$ cat config.mk
export PLATFORM = sky130hd
export DESIGN_NAME = pcap_tcp_syn_counter
export DESIGN_NICKNAME = d
export VERILOG_FILES = /design/src/hdl/pcap_syn_pkg.sv /design/src/hdl/pcap_tcp_syn_counter.sv
export SDC_FILE = /design/constraint.sdc
export NUM_CORES = 1
export LEC_CHECK = 0
export BUFFER_PORTS_ARGS = -buffer_cell sky130_fd_sc_hd__buf_2
export CORE_AREA = 2 2 220 222
export DETAILED_ROUTE_END_ITERATION = 16
export DIE_AREA = 0 0 222 224
export PLACE_DENSITY = 0.69
export SETUP_SLACK_MARGIN = 0.05
export SLEW_MARGIN = 20
export SYNTH_ARGS = -nofsm -noshare
export SYNTH_HDL_FRONTEND = slang
export SYNTH_SLANG_ARGS = --single-unit
$ cat constraint.sdc
create_clock -name clk -period 9.7 [get_ports clk]
set_input_delay 0.97 -clock clk [delete_from_list [all_inputs] [get_ports clk]]
set_output_delay 0.97 -clock clk [all_outputs]
set_load 0.1 [all_outputs]
$ cat src/hdl/pcap_syn_pkg.sv
// Package for the pcap TCP SYN counter: phase and status codes, header
// constants and the saturating increment. No dependencies.
`default_nettype none

package pcap_syn_pkg;

    localparam int unsigned ADDR_W = 3;
    localparam int unsigned DATA_W = 32;

    // register index taken from paddr[2]
    localparam logic REG_SERVER_PORT = 1'b0;

    localparam logic [15:0] SERVER_PORT_RESET = 16'd80;

    localparam logic [31:0] PCAP_MAGIC   = 32'hA1B2_C3D4;
    localparam logic [7:0]  FLAGS_SYN    = 8'h02;
    localparam logic [7:0]  FLAGS_SYNACK = 8'h12;
    localparam logic [7:0]  IHL_MASK     = 8'h0F;

    localparam logic [4:0] GLOBAL_LAST   = 5'd23;
    localparam logic [4:0] LINK_FIRST    = 5'd20;
    localparam logic [3:0] RECHDR_LAST   = 4'd15;
    localparam logic [3:0] CAPLEN_FIRST  = 4'd8;
    localparam logic [3:0] CAPLEN_LAST   = 4'd11;
    localparam logic [2:0] IHL_OFFSET    = 3'd4;
    localparam logic [3:0] IHL_MIN       = 4'd5;
    localparam logic [5:0] IP_MIN_BYTES  = 6'd20;
    localparam logic [6:0] LOOPBACK_LEN  = 7'd4;
    localparam logic [4:0] TCP_IP_START  = 5'd24;
    localparam logic [6:0] TCP_FLAGS_OFS = 7'd13;

    typedef enum logic [1:0] {
        PH_GLOBAL = 2'd0,
        PH_RECHDR = 2'd1,
        PH_BODY   = 2'd2,
        PH_HALT   = 2'd3
    } phase_t;

    typedef enum logic [1:0] {
        ST_DONE  = 2'd0,
        ST_LINK  = 2'd1,
        ST_MAGIC = 2'd2
    } status_t;

    function automatic logic [31:0] sat_inc(input logic [31:0] v);
        sat_inc = (v == 32'hFFFF_FFFF) ? v : v + 32'd1;
    endfunction

endpackage

`default_nettype wire

$ cat src/hdl/pcap_tcp_syn_counter.sv
// Top level of the pcap TCP SYN and SYN/ACK counter: byte parser, counters,
// result register and APB register port. Depends on pcap_syn_pkg.
`default_nettype none

// Takes a little-endian pcap capture of loopback IPv4/TCP traffic one byte per
// clock while in_ready is high and returns one transaction per completed record
// with saturating totals of records, SYNs to server_port and SYN/ACKs from
// server_port. The parser state and the counters update at the edge that
// accepts the byte, and the result lands in an output register, so in_ready
// stays high whenever that register is empty or being drained. A bad global
// header yields one transaction with status 1 (link type not 0) or 2 (bad
// magic) and the block then drops all bytes until reset. server_port lives at
// address 0 (reset 80).
module pcap_tcp_syn_counter (
    input  wire logic                               clk,
    input  wire logic                               rst_n,
    input  wire logic                               in_valid,
    output logic                                    in_ready,
    input  wire logic [7:0]                         data_byte,
    output logic                                    out_valid,
    input  wire logic                               out_ready,
    output logic [1:0]                              status,
    output logic [31:0]                             packet_count,
    output logic [31:0]                             syn_count,
    output logic [31:0]                             synack_count,
    input  wire logic                               psel,
    input  wire logic                               penable,
    input  wire logic                               pwrite,
    input  wire logic [pcap_syn_pkg::ADDR_W-1:0]    paddr,
    input  wire logic [pcap_syn_pkg::DATA_W-1:0]    pwdata,
    output logic [pcap_syn_pkg::DATA_W-1:0]         prdata,
    output logic                                    pready
);

    pcap_syn_pkg::phase_t phase_reg, phase_next;
    logic [31:0] offset_reg, offset_next;
    logic [31:0] reclen_reg, reclen_next;
    logic [31:0] magic_reg, magic_next;
    logic [3:0]  ihl_reg, ihl_next;
    logic [15:0] src_port_reg, src_port_next;
    logic [15:0] dst_port_reg, dst_port_next;
    logic [31:0] pkt_total_reg, pkt_total_next;
    logic [31:0] syn_total_reg, syn_total_next;
    logic [31:0] synack_total_reg, synack_total_next;
    logic [15:0] server_port_reg;

    logic                   out_valid_reg;
    pcap_syn_pkg::status_t  status_reg;
    logic [31:0]            packet_count_reg, syn_count_reg, synack_count_reg;

    logic                   in_fire;
    logic                   emit;
    pcap_syn_pkg::status_t  emit_status;
    logic [5:0]             ip_len;
    logic [6:0]             tcp_ofs;
    logic                   off_small;
    logic [6:0]             off_low;
    logic [7:0]             ihl_byte;

    // ---------------- APB register port
    assign pready = 1'b1;

    always_comb
    begin
        prdata = '0;
        if (paddr[2] == pcap_syn_pkg::REG_SERVER_PORT)
        begin
            prdata = {16'd0, server_port_reg};
        end
    end

    always_ff @(posedge clk or negedge rst_n)
    begin
        if (!rst_n)
        begin
            server_port_reg <= pcap_syn_pkg::SERVER_PORT_RESET;
        end
        else if (psel && penable && pwrite && pready
                 && paddr[2] == pcap_syn_pkg::REG_SERVER_PORT)
        begin
            server_port_reg <= pwdata[15:0];
        end
    end

    // ---------------- byte parser
    assign in_ready = !out_valid_reg || out_ready;
    assign in_fire  = in_valid && in_ready;

    assign ip_len    = (ihl_reg < pcap_syn_pkg::IHL_MIN) ? pcap_syn_pkg::IP_MIN_BYTES
                                                          : {ihl_reg, 2'b00};
    assign tcp_ofs   = pcap_syn_pkg::LOOPBACK_LEN + {1'b0, ip_len};
    assign off_small = (offset_reg[31:7] == 25'd0);
    assign off_low   = offset_reg[6:0];
    assign ihl_byte  = data_byte & pcap_syn_pkg::IHL_MASK;

    always_comb
    begin
        phase_next        = phase_reg;
        offset_next       = offset_reg;
        reclen_next       = reclen_reg;
        magic_next        = magic_reg;
        ihl_next          = ihl_reg;
        src_port_next     = src_port_reg;
        dst_port_next     = dst_port_reg;
        pkt_total_next    = pkt_total_reg;
        syn_total_next    = syn_total_reg;
        synack_total_next = synack_total_reg;
        emit              = 1'b0;
        emit_status       = pcap_syn_pkg::ST_DONE;

        unique case (phase_reg)
            pcap_syn_pkg::PH_GLOBAL:
            begin
                if (offset_reg[4:0] < 5'd4)
                begin
                    case (offset_reg[1:0])
                        2'd0:    magic_next[7:0]   = magic_reg[7:0]   | data_byte;
                        2'd1:    magic_next[15:8]  = magic_reg[15:8]  | data_byte;
                        2'd2:    magic_next[23:16] = magic_reg[23:16] | data_byte;
                        default: magic_next[31:24] = magic_reg[31:24] | data_byte;
                    endcase
                end
                else if (offset_reg[4:0] >= pcap_syn_pkg::LINK_FIRST)
                begin
                    // fold the link type bytes together, only zero is accepted
                    reclen_next = reclen_reg | {24'd0, data_byte};
                end
                if (offset_reg[4:0] < pcap_syn_pkg::GLOBAL_LAST)
                begin
                    offset_next = offset_reg + 32'd1;
                end
                else if (reclen_next != 32'd0)
                begin
                    phase_next  = pcap_syn_pkg::PH_HALT;
                    emit        = 1'b1;
                    emit_status = pcap_syn_pkg::ST_LINK;
                end
                else if (magic_next != pcap_syn_pkg::PCAP_MAGIC)
                begin
                    phase_next  = pcap_syn_pkg::PH_HALT;
                    emit        = 1'b1;
                    emit_status = pcap_syn_pkg::ST_MAGIC;
                end
                else
                begin
                    phase_next  = pcap_syn_pkg::PH_RECHDR;
                    offset_next = '0;
                    reclen_next = '0;
                end
            end

            pcap_syn_pkg::PH_RECHDR:
            begin
                if (offset_reg[3:0] == 4'd0)
                begin
                    reclen_next   = '0;
                    ihl_next      = '0;
                    src_port_next = '0;
                    dst_port_next = '0;
                end
                if (offset_reg[3:0] >= pcap_syn_pkg::CAPLEN_FIRST
                    && offset_reg[3:0] <= pcap_syn_pkg::CAPLEN_LAST)
                begin
                    case (offset_reg[1:0])
                        2'd0:    reclen_next[7:0]   = reclen_reg[7:0]   | data_byte;
                        2'd1:    reclen_next[15:8]  = reclen_reg[15:8]  | data_byte;
                        2'd2:    reclen_next[23:16] = reclen_reg[23:16] | data_byte;
                        default: reclen_next[31:24] = reclen_reg[31:24] | data_byte;
                    endcase
                end
                if (offset_reg[3:0] < pcap_syn_pkg::RECHDR_LAST)
                begin
                    offset_next = offset_reg + 32'd1;
                end
                else if (reclen_next == 32'd0)
                begin
                    // empty record ends on its last header byte
                    pkt_total_next = pcap_syn_pkg::sat_inc(pkt_total_reg);
                    phase_next     = pcap_syn_pkg::PH_RECHDR;
                    offset_next    = '0;
                    emit           = 1'b1;
                end
                else
                begin
                    phase_next  = pcap_syn_pkg::PH_BODY;
                    offset_next = '0;
                end
            end

            pcap_syn_pkg::PH_BODY:
            begin
                if (offset_reg == {29'd0, pcap_syn_pkg::IHL_OFFSET})
                begin
                    ihl_next = ihl_byte[3:0];
                end
                else if (off_small && off_low >= {2'b00, pcap_syn_pkg::TCP_IP_START})
                begin
                    if (off_low == tcp_ofs)
                    begin
                        src_port_next = {data_byte, 8'd0};
                    end
                    else if (off_low == tcp_ofs + 7'd1)
                    begin
                        src_port_next = src_port_reg | {8'd0, data_byte};
                    end
                    else if (off_low == tcp_ofs + 7'd2)
                    begin
                        dst_port_next = {data_byte, 8'd0};
                    end
                    else if (off_low == tcp_ofs + 7'd3)
                    begin
                        dst_port_next = dst_port_reg | {8'd0, data_byte};
                    end
                    else if (off_low == tcp_ofs + pcap_syn_pkg::TCP_FLAGS_OFS)
                    begin
                        if (dst_port_reg == server_port_reg
                            && data_byte == pcap_syn_pkg::FLAGS_SYN)
                        begin
                            syn_total_next = pcap_syn_pkg::sat_inc(syn_total_reg);
                        end
                        if (src_port_reg == server_port_reg
                            && data_byte == pcap_syn_pkg::FLAGS_SYNACK)
                        begin
                            synack_total_next = pcap_syn_pkg::sat_inc(synack_total_reg);
                        end
                    end
                end
                if (offset_reg + 32'd1 >= reclen_reg)
                begin
                    pkt_total_next = pcap_syn_pkg::sat_inc(pkt_total_reg);
                    phase_next     = pcap_syn_pkg::PH_RECHDR;
                    offset_next    = '0;
                    emit           = 1'b1;
                end
                else
                begin
                    offset_next = offset_reg + 32'd1;
                end
            end

            pcap_syn_pkg::PH_HALT:
            begin
                // drop everything until reset
            end

            default:
            begin
                phase_next = pcap_syn_pkg::PH_HALT;
            end
        endcase
    end

    always_ff @(posedge clk or negedge rst_n)
    begin
        if (!rst_n)
        begin
            phase_reg        <= pcap_syn_pkg::PH_GLOBAL;
            offset_reg       <= '0;
            reclen_reg       <= '0;
            magic_reg        <= '0;
            ihl_reg          <= '0;
            src_port_reg     <= '0;
            dst_port_reg     <= '0;
            pkt_total_reg    <= '0;
            syn_total_reg    <= '0;
            synack_total_reg <= '0;
        end
        else if (in_fire)
        begin
            phase_reg        <= phase_next;
            offset_reg       <= offset_next;
            reclen_reg       <= reclen_next;
            magic_reg        <= magic_next;
            ihl_reg          <= ihl_next;
            src_port_reg     <= src_port_next;
            dst_port_reg     <= dst_port_next;
            pkt_total_reg    <= pkt_total_next;
            syn_total_reg    <= syn_total_next;
            synack_total_reg <= synack_total_next;
        end
    end

    // ---------------- result register
    always_ff @(posedge clk or negedge rst_n)
    begin
        if (!rst_n)
        begin
            out_valid_reg <= 1'b0;
        end
        else if (in_fire && emit)
        begin
            out_valid_reg <= 1'b1;
        end
        else if (out_ready)
        begin
            out_valid_reg <= 1'b0;
        end
    end

    always_ff @(posedge clk)
    begin
        if (in_fire && emit)
        begin
            status_reg       <= emit_status;
            packet_count_reg <= pkt_total_next;
            syn_count_reg    <= syn_total_next;
            synack_count_reg <= synack_total_next;
        end
    end

    assign out_valid    = out_valid_reg;
    assign status       = status_reg;
    assign packet_count = packet_count_reg;
    assign syn_count    = syn_count_reg;
    assign synack_count = synack_count_reg;

`ifndef SYNTHESIS
    a_halt_sticky: assert property (@(posedge clk) disable iff (!rst_n)
        phase_reg == pcap_syn_pkg::PH_HALT |=> phase_reg == pcap_syn_pkg::PH_HALT)
        else $error("parser left halt state");

    a_error_halts: assert property (@(posedge clk) disable iff (!rst_n)
        out_valid_reg && status_reg != pcap_syn_pkg::ST_DONE
        |-> phase_reg == pcap_syn_pkg::PH_HALT)
        else $error("error transaction without halt");

    a_pkt_monotonic: assert property (@(posedge clk) disable iff (!rst_n)
        1'b1 |=> pkt_total_reg >= $past(pkt_total_reg))
        else $error("packet total decreased");

    a_halt_quiet: assert property (@(posedge clk) disable iff (!rst_n)
        phase_reg == pcap_syn_pkg::PH_HALT && in_fire
        |=> $stable(pkt_total_reg) && $stable(syn_total_reg) && $stable(synack_total_reg))
        else $error("totals changed after halt");
`endif

endmodule

`default_nettype wire

### Word level (Yosys, flattened, before mapping)

Index checks and enable logic that the tools add are counted.

* $add $sub $neg: 9
* multiply operators: 0
* divide/modulo/power cells: 0
* order comparisons: 9
* equal/unequal tests: 31
* shift operators: 0
* mux-type cells: 87
* bitwise logic cells: 13
* reduce and logical (&&, ||, !) cells: 31

Operator list (count)
* $mux 32: 40
* $mux 16: 12
* $add 32x1->32 const B: 4
* $pmux 32 s2: 2
* $eq 32x32->1 const B: 3
* $pmux 32 s3: 1
* $mux 8: 8
* $or 8x8->8: 8
* $pmux 16 s2: 2
* $eq 7x7->1: 5
* $eq 16x16->1: 2
* $eq 32x3->1 const B: 1
* $ge 32x32->1: 1
* $logic_not 32->1: 1
* $ne 32x32->1 const B: 1
* $or 16x8->16: 2
* $or 32x8->32: 1
* $reduce_bool 32->1: 1
* $logic_not 25->1: 1
* $ne 2x2->1 const B: 9
* $add 7x2->7 const B: 2
* $mux 2: 7
* $ne 3x3->1 const B: 4
* $logic_and 1x1->1: 9
* other kinds (35): 53

* register bits after elaboration: 345
* latch bits: 0
* bits in writable memories: 0
* ROM bits: 0
* input port bits: 50
* output and inout port bits: 133
* word-level logic and storage cells: 197
* memories kept: 0

### Logic depth before layout (Yosys ltp)

Gate-level depths: netlist of the first run.

* depth in word-level cells: 13
* depth in mapped cells: 22
* mapped depth without buffers: 16

### Worst setup path before layout of the first run

No wires, ideal clock.

* path type: flip-flop to flip-flop
* start: register offset_reg[4]
* end: register packet_count_reg[0], in the netlist packet_count[0] (enable)
* setup time: 0.465 ns
* data arrival time: 5.607 ns
* slack: 3.627 ns
* stages on the path, launching flop included: 18
* path buffers: 2
* cells stage by stage: dfrtp_1 clkbuf_1 and3_1 and3_1 clkbuf_1 nand4_1 nor2_1 and2_1 and3_1 xor2_1 ha_1 nand2_1 o21ai_0 a211oi_1 o21ai_0 o21ai_0 o22ai_1 o21a_1

* word-level cells in the longest chain between the ends: 9

Ends and longest elaborated chain
* start: declaration: line pcap_tcp_syn_counter.sv:36 `logic [31:0] offset_reg, offset_next;`
* start signal: assignment: line pcap_tcp_syn_counter.sv:271 `offset_reg <= offset_next;`
* branches (longest 7 deep; another with $add 32x1->32)
* $pmux 1 s3 *: line pcap_tcp_syn_counter.sv:111 `unique case (phase_reg)`
* $logic_and 1x1->1 *: line pcap_tcp_syn_counter.sv:302 `if (in_fire && emit)`
* end signal: assignment: line pcap_tcp_syn_counter.sv:305 `packet_count_reg <= pkt_total_next;`
* end: declaration: line pcap_tcp_syn_counter.sv:49 `logic [31:0] packet_count_reg, syn_count_reg, synack_count_reg;`

Mark *: on every way between the ends. The select of a mux whose other input is x is not followed.
A chain may end at the register's enable or synchronous reset.

### Final worst setup path of the first run

* start: register offset_reg[2]
* end: register packet_count_reg[31], in the netlist packet_count[31], data pin

* word-level cells in the longest chain between the ends: 9

Ends and longest elaborated chain
* branches (longest 8 deep; another with $add 32x1->32)
* $pmux 32 s2 *: line pcap_tcp_syn_counter.sv:111
* named net pkt_total_next[31]: line pcap_tcp_syn_counter.sv:42 `logic [31:0] pkt_total_reg, pkt_total_next;`

Mark *: on every way through the listed nets, which the timed path passes. The select of a mux whose other input is x is not followed.

==> impl_metrics.tcl, run 1 <==
set metrics [dict create \
    synth_area_um2 18800 \
    postCtsHoldBufs 0 \
    rows 80 \
    synth_top_family_by_area "simple AND/OR/NAND/NOR gates" \
    finClkSkew_ns 0.0325 \
    timing.final.crit_share 0.632 \
    die_w_um 222 \
    diodes 0 \
    ios 183 \
    dr.pass1.iters 5 \
    synth_compound_area_frac 0.133 \
    r2r_slack_ns 3.57 \
    post-cts-setup-buffers 0 \
    cp-start-kind "flop" \
    synth.mux.area_fraction 0.0199 \
    fin_crit_ns 6.13 \
    p_per_area_nw_per_um2 151 \
    cts.clk_slew.worst_paths_ns 0.06 \
    synth_xor_area_frac 0.0886 \
    maxCapViolCount 0 \
    worst_ep_arrival_time_ns 6.43 \
    cts_tree "done" \
    drive_gt1_frac 0.127 \
    gp_congestion 0.902 \
    ir_worst_vdd_mv 0.0850 \
    yosysSeqAreaShare 0.486 \
    maxSlewViolCount 0 \
    max_stage_delay_ns 0.90 \
    worstPathMaxFanout 19 \
    rsz0062_at_grt "false" \
    cp_slowest_cell "o31ai_1" \
    cp_cell_sequence "and3_1 > and3_1 > nand4_1 > nor2_1 > and2_1 > and3_1 > xor2_1 > ha_1 > a21oi_1 > o21ai_0 > a211oi_1 > o21ai_0 > o31ai_1 > a21oi_1 > buf_4 > a311oi_1" \
    p_switching_uw 824 \
    h-tree-depth 2 \
    nNetsFinal 2139 \
    place_hpwl_um 32300 \
    ctsResizeCount 0 \
    yosys_warnings 0 \
    synthAdderAreaFrac 0.0300 \
    grt_pass1_vias 14700 \
    endpoint_kind "flop" \
    max-clock-path-buffers 3 \
    finalHoldViolations 0 \
    ys_seq_elements 345 \
    hp-class "in -> async" \
    clkPwrFrac 0.443 \
    ant_nets 0 \
    clockRootBuffer "clkbuf_16" \
    crit_required_ns 10.00 \
    drc 0 \
    grt.overflow.total 0 \
    coreArea_um2 47300 \
    grtUsageTotal 0.192 \
    reg2reg_depth 16 \
    start_util 0.397 \
    slew_headroom 0.291 \
    viasPerCell 5.60 \
    clock_latency_ns 0.57 \
    seqPwrFrac 0.484 \
    numCtsBuffers 38 \
    path_class "reg -> reg" \
    cp_common_cell "and3_1" \
    p_sw_frac 0.258 \
    die_h_um 224 \
    internal_power_uw 2370 \
    clkSinkCount 345 \
    status "completed" \
    die-area_um2 49700 \
    finalSetupTns_ns 0 \
    grt_max_degree 111 \
    routed_wl_um 48000 \
    via_count 15100 \
    syn2layout_area_growth_pct 12.4 \
    port_buffers 147 \
    synth-main-ff-cell "dfrtp_1" \
    r2r-end "packet_count[31]" \
    yosysUniqueCellTypes 71 \
    pwr-share-comb 0.073 \
    routedWlPerCell_um 17.8 \
    drt_iter0_drc 1544 \
    avgSynthCellArea_um2 9.60 \
    synth_cells 1956 \
    r2r-start "offset_reg[2]" \
    synthSimpleGateAreaFrac 0.192 \
    antenna_found_initial 0 \
    finalPower_uw 3190 \
    power.leakage_uw 0.00944 \
    synthArstFlopShare 0.716 \
    setup_viol 0 \
    synth_edf_count 98 \
    fillers 4425 \
    clock.fmax_mhz 163 \
    worst-slew-pin-transition_ns 1.06 \
    grt_pass1_wl_um 78000 \
]
-- synth_stat cells (3+ instances only) --
master,n,share of area
dfrtp_1,245,0.33
nand2_1,176,0.035
a21oi_1,156,0.042
nor2_1,156,0.031
xor2_1,102,0.048
edfxtp_1,98,0.16
clkbuf_1,91,0.018
o21ai_0,91,0.024
xnor2_1,88,0.041
inv_1,85,0.017
nand3_1,75,0.020
and3_1,58,0.019
ha_1,45,0.030
a31oi_1,44,0.015
nor3_1,40,0.011
nor4_1,39,0.013
a21o_1,38,0.015
nand4_1,35,0.012
nand2b_1,28,0.0093
nor2b_1,21,0.0070
or4_1,21,0.0084
buf_4,19,0.0076
mux2_2,19,0.011
mux2i_1,16,0.0085
and2_1,13,0.0043
and4_1,13,0.0061
o21a_1,13,0.0052
or3_1,13,0.0043
a22o_1,12,0.0056
a22oi_1,10,0.0040
or2_2,8,0.0027
buf_2,7,0.0019
buf_1,6,0.0012
o31ai_1,6,0.0024
o22ai_1,5,0.0017
a211o_1,4,0.0019
a211oi_1,4,0.0016
a32o_1,4,0.0021
nor4b_1,4,0.0019
buf_12,3,0.0032
nand4b_1,3,0.0014
o2111ai_1,3,0.0014
o21ai_1,3,0.00080
o41ai_1,3,0.0014
-- worst max path at each step --
stage          slack (ns)               end           from  depth (start not counted)
6_report             3.57  packet_count[31]  offset_reg[2]                         16
5_1_grt              3.09      syn_count[6]  offset_reg[2]                         16
4_1_cts              3.37  pkt_total_reg[7]  offset_reg[2]                         16
3_5_place_dp         3.39  pkt_total_reg[7]  offset_reg[2]                         16
3_3_place_gp         3.41  pkt_total_reg[7]  offset_reg[2]                         16
2_1_floorplan        3.63   packet_count[0]  offset_reg[4]                         17
-- critical path: cells and delay by family (launching register included) --
family	cells	cell delay (ns)
and+or+nand+nor	6	1.99
AOI/OAI and AO/OA	7	2.33
DFF	1	0.80
xor gates and xnor gates	1	0.21
buffers and inverters	1	0.27
adders and majority gates	1	0.27
-- power groups by stage --
stage | combinational, uW | clock [uW] | sequential [uW]
floorplan | 179 | 0 | 1560
global placement | 229 | 0 | 1570
finish | 232 | 1410 | 1540
detailed placement | 232 | 0 | 1570
global route | 248 | 1500 | 1550
CTS | 233 | 1450 | 1540
-- stage by stage --
step / std cells / cell area [um^2] / setup WS (ns) / utilization / hold WS, ns
2_1_floorplan: 1971 / 18800 / 3.63 / - / 0.411
3_3_place_gp: 2618 / 19800 / 3.41 / 0.419 / 0.429
3_5_place_dp: 2618 / 19800 / 3.39 / 0.419 / 0.444
4_1_cts: 2687 / 21100 / 3.37 / 0.445 / 0.454
5_1_grt: 2688 / 21100 / 3.09 / 0.446 / 0.483
6_report: 2688 / 21100 / 3.57 / 0.446 / 0.443
-- cells in the final DEF, fill, tap and decap left out, types with 12 or more instances in the layout --
cell type | synthesis | layout
nor3_1 | 40 | 39
nand2_1 | 176 | 175
a31oi_1 | 44 | 44
inv_1 | 85 | 85
dfrtp_1 | 245 | 245
buf_2 | 7 | 146
and2_1 | 13 | 13
mux2i_1 | 16 | 16
o21a_1 | 13 | 12
xor2_1 | 102 | 102
a22o_1 | 12 | 12
buf_4 | 19 | 13
o21ai_0 | 91 | 91
or3_1 | 13 | 13
conb_1 | 2 | 17
and3_1 | 58 | 58
nor2b_1 | 21 | 21
or4_1 | 21 | 21
and4_1 | 13 | 13
ha_1 | 45 | 45
clkbuf_16 | 0 | 38
a21oi_1 | 156 | 156
mux2_2 | 19 | 19
nand2b_1 | 28 | 28
nand3_1 | 75 | 75
a21o_1 | 38 | 38
edfxtp_1 | 98 | 98
nor2_1 | 156 | 156
xnor2_1 | 88 | 88
nand4_1 | 35 | 35
nor4_1 | 39 | 39
-- layer usage --
layer | track usage | wire length, um | up-vias
met5 | 0 | 0 | -
met2 | 0.309 | 22600 | 466
met4 | 0.0724 | 1200 | 0
li1 | - | - | 7069
met3 | 0.0325 | 2810 | 71
met1 | 0.260 | 21400 | 7444
-- cells by family (layout without fill, tap and decap cells) --
kind of cell / count (synthesis) / in the layout
multiplexers: 35 / 35
adder cells (fa/ha/maj): 45 / 45
other: 2 / 17
buffers and inverters: 213 / 315
XOR/XNOR: 190 / 190
flip-flops: 345 / 345
AND/OR/NAND/NOR: 712 / 712
AO/OA/AOI/OAI: 414 / 414
-- layout make-up --
cell class	count	area, um^2	share of cell area
clock buffers	49	1040	0.0494
clock inverters	20	190	0.00901
inverters	85	319	0.0151
multi-input cells	1413	8800	0.417
flip-flops and latches	345	9130	0.433
well taps	615	769	0.0365
repair buffers	161	855	0.0405
Note: power is estimated with default switching activity, not from simulation.
==> inputs of run 2 (changes only) <==
clock period = 6.3 ns   (was 9.7 ns; I/O delays follow)
==> run 2 against run 1 <==
Net effect: final cell count is 0.30% higher; core utilization is 0.12 points higher; highest routed layer unchanged; sequential power is 55% higher.
==> impl_metrics.tcl, run 2 (synthesis gave the netlist of run 1 again) <==
set metrics [dict create \
    status "completed" \
    grt_pass1_wl_um 75000 \
    dr.pass1.iters 5 \
    worstPathMaxFanout 59 \
    layout_commonest_cell "dfrtp_1" \
    ios 183 \
    viasPerCell 5.57 \
    p_per_area_nw_per_um2 231 \
    die_w_um 222 \
    setup_viol 0 \
    gp_congestion 0.916 \
    finalHoldViolations 0 \
    rsz0062_at_grt "false" \
    path_class "reg -> reg" \
    grt_max_degree 93 \
    ir_worst_vdd_mv 0.158 \
    start_util 0.397 \
    finalSetupTns_ns 0 \
    r2r-start "offset_reg[0]" \
    fin_crit_ns 5.27 \
    worst-slew-pin-transition_ns 1.05 \
    post-cts-setup-buffers 0 \
    routed_wl_um 46500 \
    clock.fmax_mhz 190 \
    via_count 15000 \
    grt.overflow.total 0 \
    numCtsBuffers 37 \
    grtUsageTotal 0.183 \
    clockRootBuffer "clkbuf_16" \
    drt_iter0_drc 1523 \
    layout_common_cells "dfrtp_1, nand2_1, nor2_1, a21oi_1, buf_2" \
    grt_pass1_vias 14300 \
    ant_nets 0 \
    cts_tree "done" \
    power.leakage_uw 0.00948 \
    r2r-end "packet_count[17]" \
    rows 80 \
    place_hpwl_um 31700 \
    port_buffers 147 \
    routedWlPerCell_um 17.2 \
    drive_gt1_frac 0.127 \
    reg2reg_depth 16 \
    worst_ep_arrival_time_ns 5.52 \
    die_h_um 224 \
    h-tree-depth 2 \
    syn2layout_area_growth_pct 12.7 \
    timing.final.crit_share 0.836 \
    cp-start-kind "flop" \
    cts.clk_slew.worst_paths_ns 0.06 \
    clock_latency_ns 0.55 \
    fillers 4418 \
    endpoint_kind "flop" \
    maxSlewViolCount 0 \
    finClkSkew_ns 0.0231 \
    r2r_slack_ns 1.03 \
    die-area_um2 49700 \
    diodes 0 \
    clkSinkCount 345 \
    max-clock-path-buffers 3 \
    nNetsFinal 2149 \
    coreArea_um2 47300 \
    maxCapViolCount 0 \
    crit_required_ns 6.55 \
    antenna_found_initial 0 \
    postCtsHoldBufs 0 \
    slew_headroom 0.294 \
    hp-class "in -> async" \
    finalPower_uw 4880 \
    ctsResizeCount 0 \
    drc 0 \
]
## run 2: area by class of cell
cell class | count | area (um^2) | area share
clock buffer | 59 | 1120 | 0.0529
clock inverter | 7 | 73.8 | 0.00349
inverter | 85 | 319 | 0.0151
multi-input combinational | 1413 | 8780 | 0.415
sequential | 345 | 9130 | 0.431
tap | 615 | 769 | 0.0364
timing repair buffer | 172 | 962 | 0.0455
## run 2: metrics by stage
step	setup WS, ns	utilization	hold WS, ns	instance area [um^2]	std cells
after detailed placement	1.11	0.421	0.430	20000	2630
final	1.03	0.447	0.104	21200	2696
after global routing	0.650	0.447	0.157	21200	2696
after global placement	1.21	0.421	0.429	20000	2630
after floorplan	0.227	-	0.334	18800	1971
after CTS	1.06	0.447	0.122	21100	2696
## run 2: report_power, final
group | leakage (uW) | total [uW] | switching [uW] | internal (uW)
registers | 0.00409 | 2380 | 47.9 | 2330
logic | 0.00480 | 358 | 273 | 85.0
clock network | 0.000586 | 2140 | 883 | 1260
total | 0.00948 | 4880 | 1200 | 3670
## run 2: worst max path at each step
stage	startpoint	endpoint	slack, ns	cells past startpoint
after global placement	offset_reg[0]	packet_count[17]	1.21	16
after detailed placement	offset_reg[0]	packet_count[17]	1.11	16
after floorplan	offset_reg[4]	packet_count[0]	0.23	17
after global routing	offset_reg[0]	packet_count[17]	0.65	16
after CTS	offset_reg[0]	packet_count[15]	1.06	16
final	offset_reg[0]	packet_count[17]	1.03	16
## run 2: metal layers
| layer | global-route usage | routed length [um] | share of wire | up-vias |
|---|---|---|---|---|
| met5 | 0 | 0 | 0 | - |
| met4 | 0.0591 | 1110 | 0.024 | 0 |
| met2 | 0.297 | 21800 | 0.47 | 485 |
| li1 | - | - | - | 7089 |
| met3 | 0.0332 | 2740 | 0.059 | 80 |
| met1 | 0.249 | 20800 | 0.45 | 7363 |
## run 2: critical path: stages, from the launching register on
cell and delay (ns):
dfrtp_1 0.42, ha_1 0.45, and3_1 0.32, and3_1 0.29, and3_1 0.29, and4_1 0.37
nand3_1 0.15, xnor2_1 0.16, ha_1 0.27, nand2_1 0.05, o21ai_0 0.35, a211oi_1 0.10
o21ai_0 0.25, o21ai_0 0.22, o22ai_1 0.23, o21a_4 0.70, buf_4 0.33
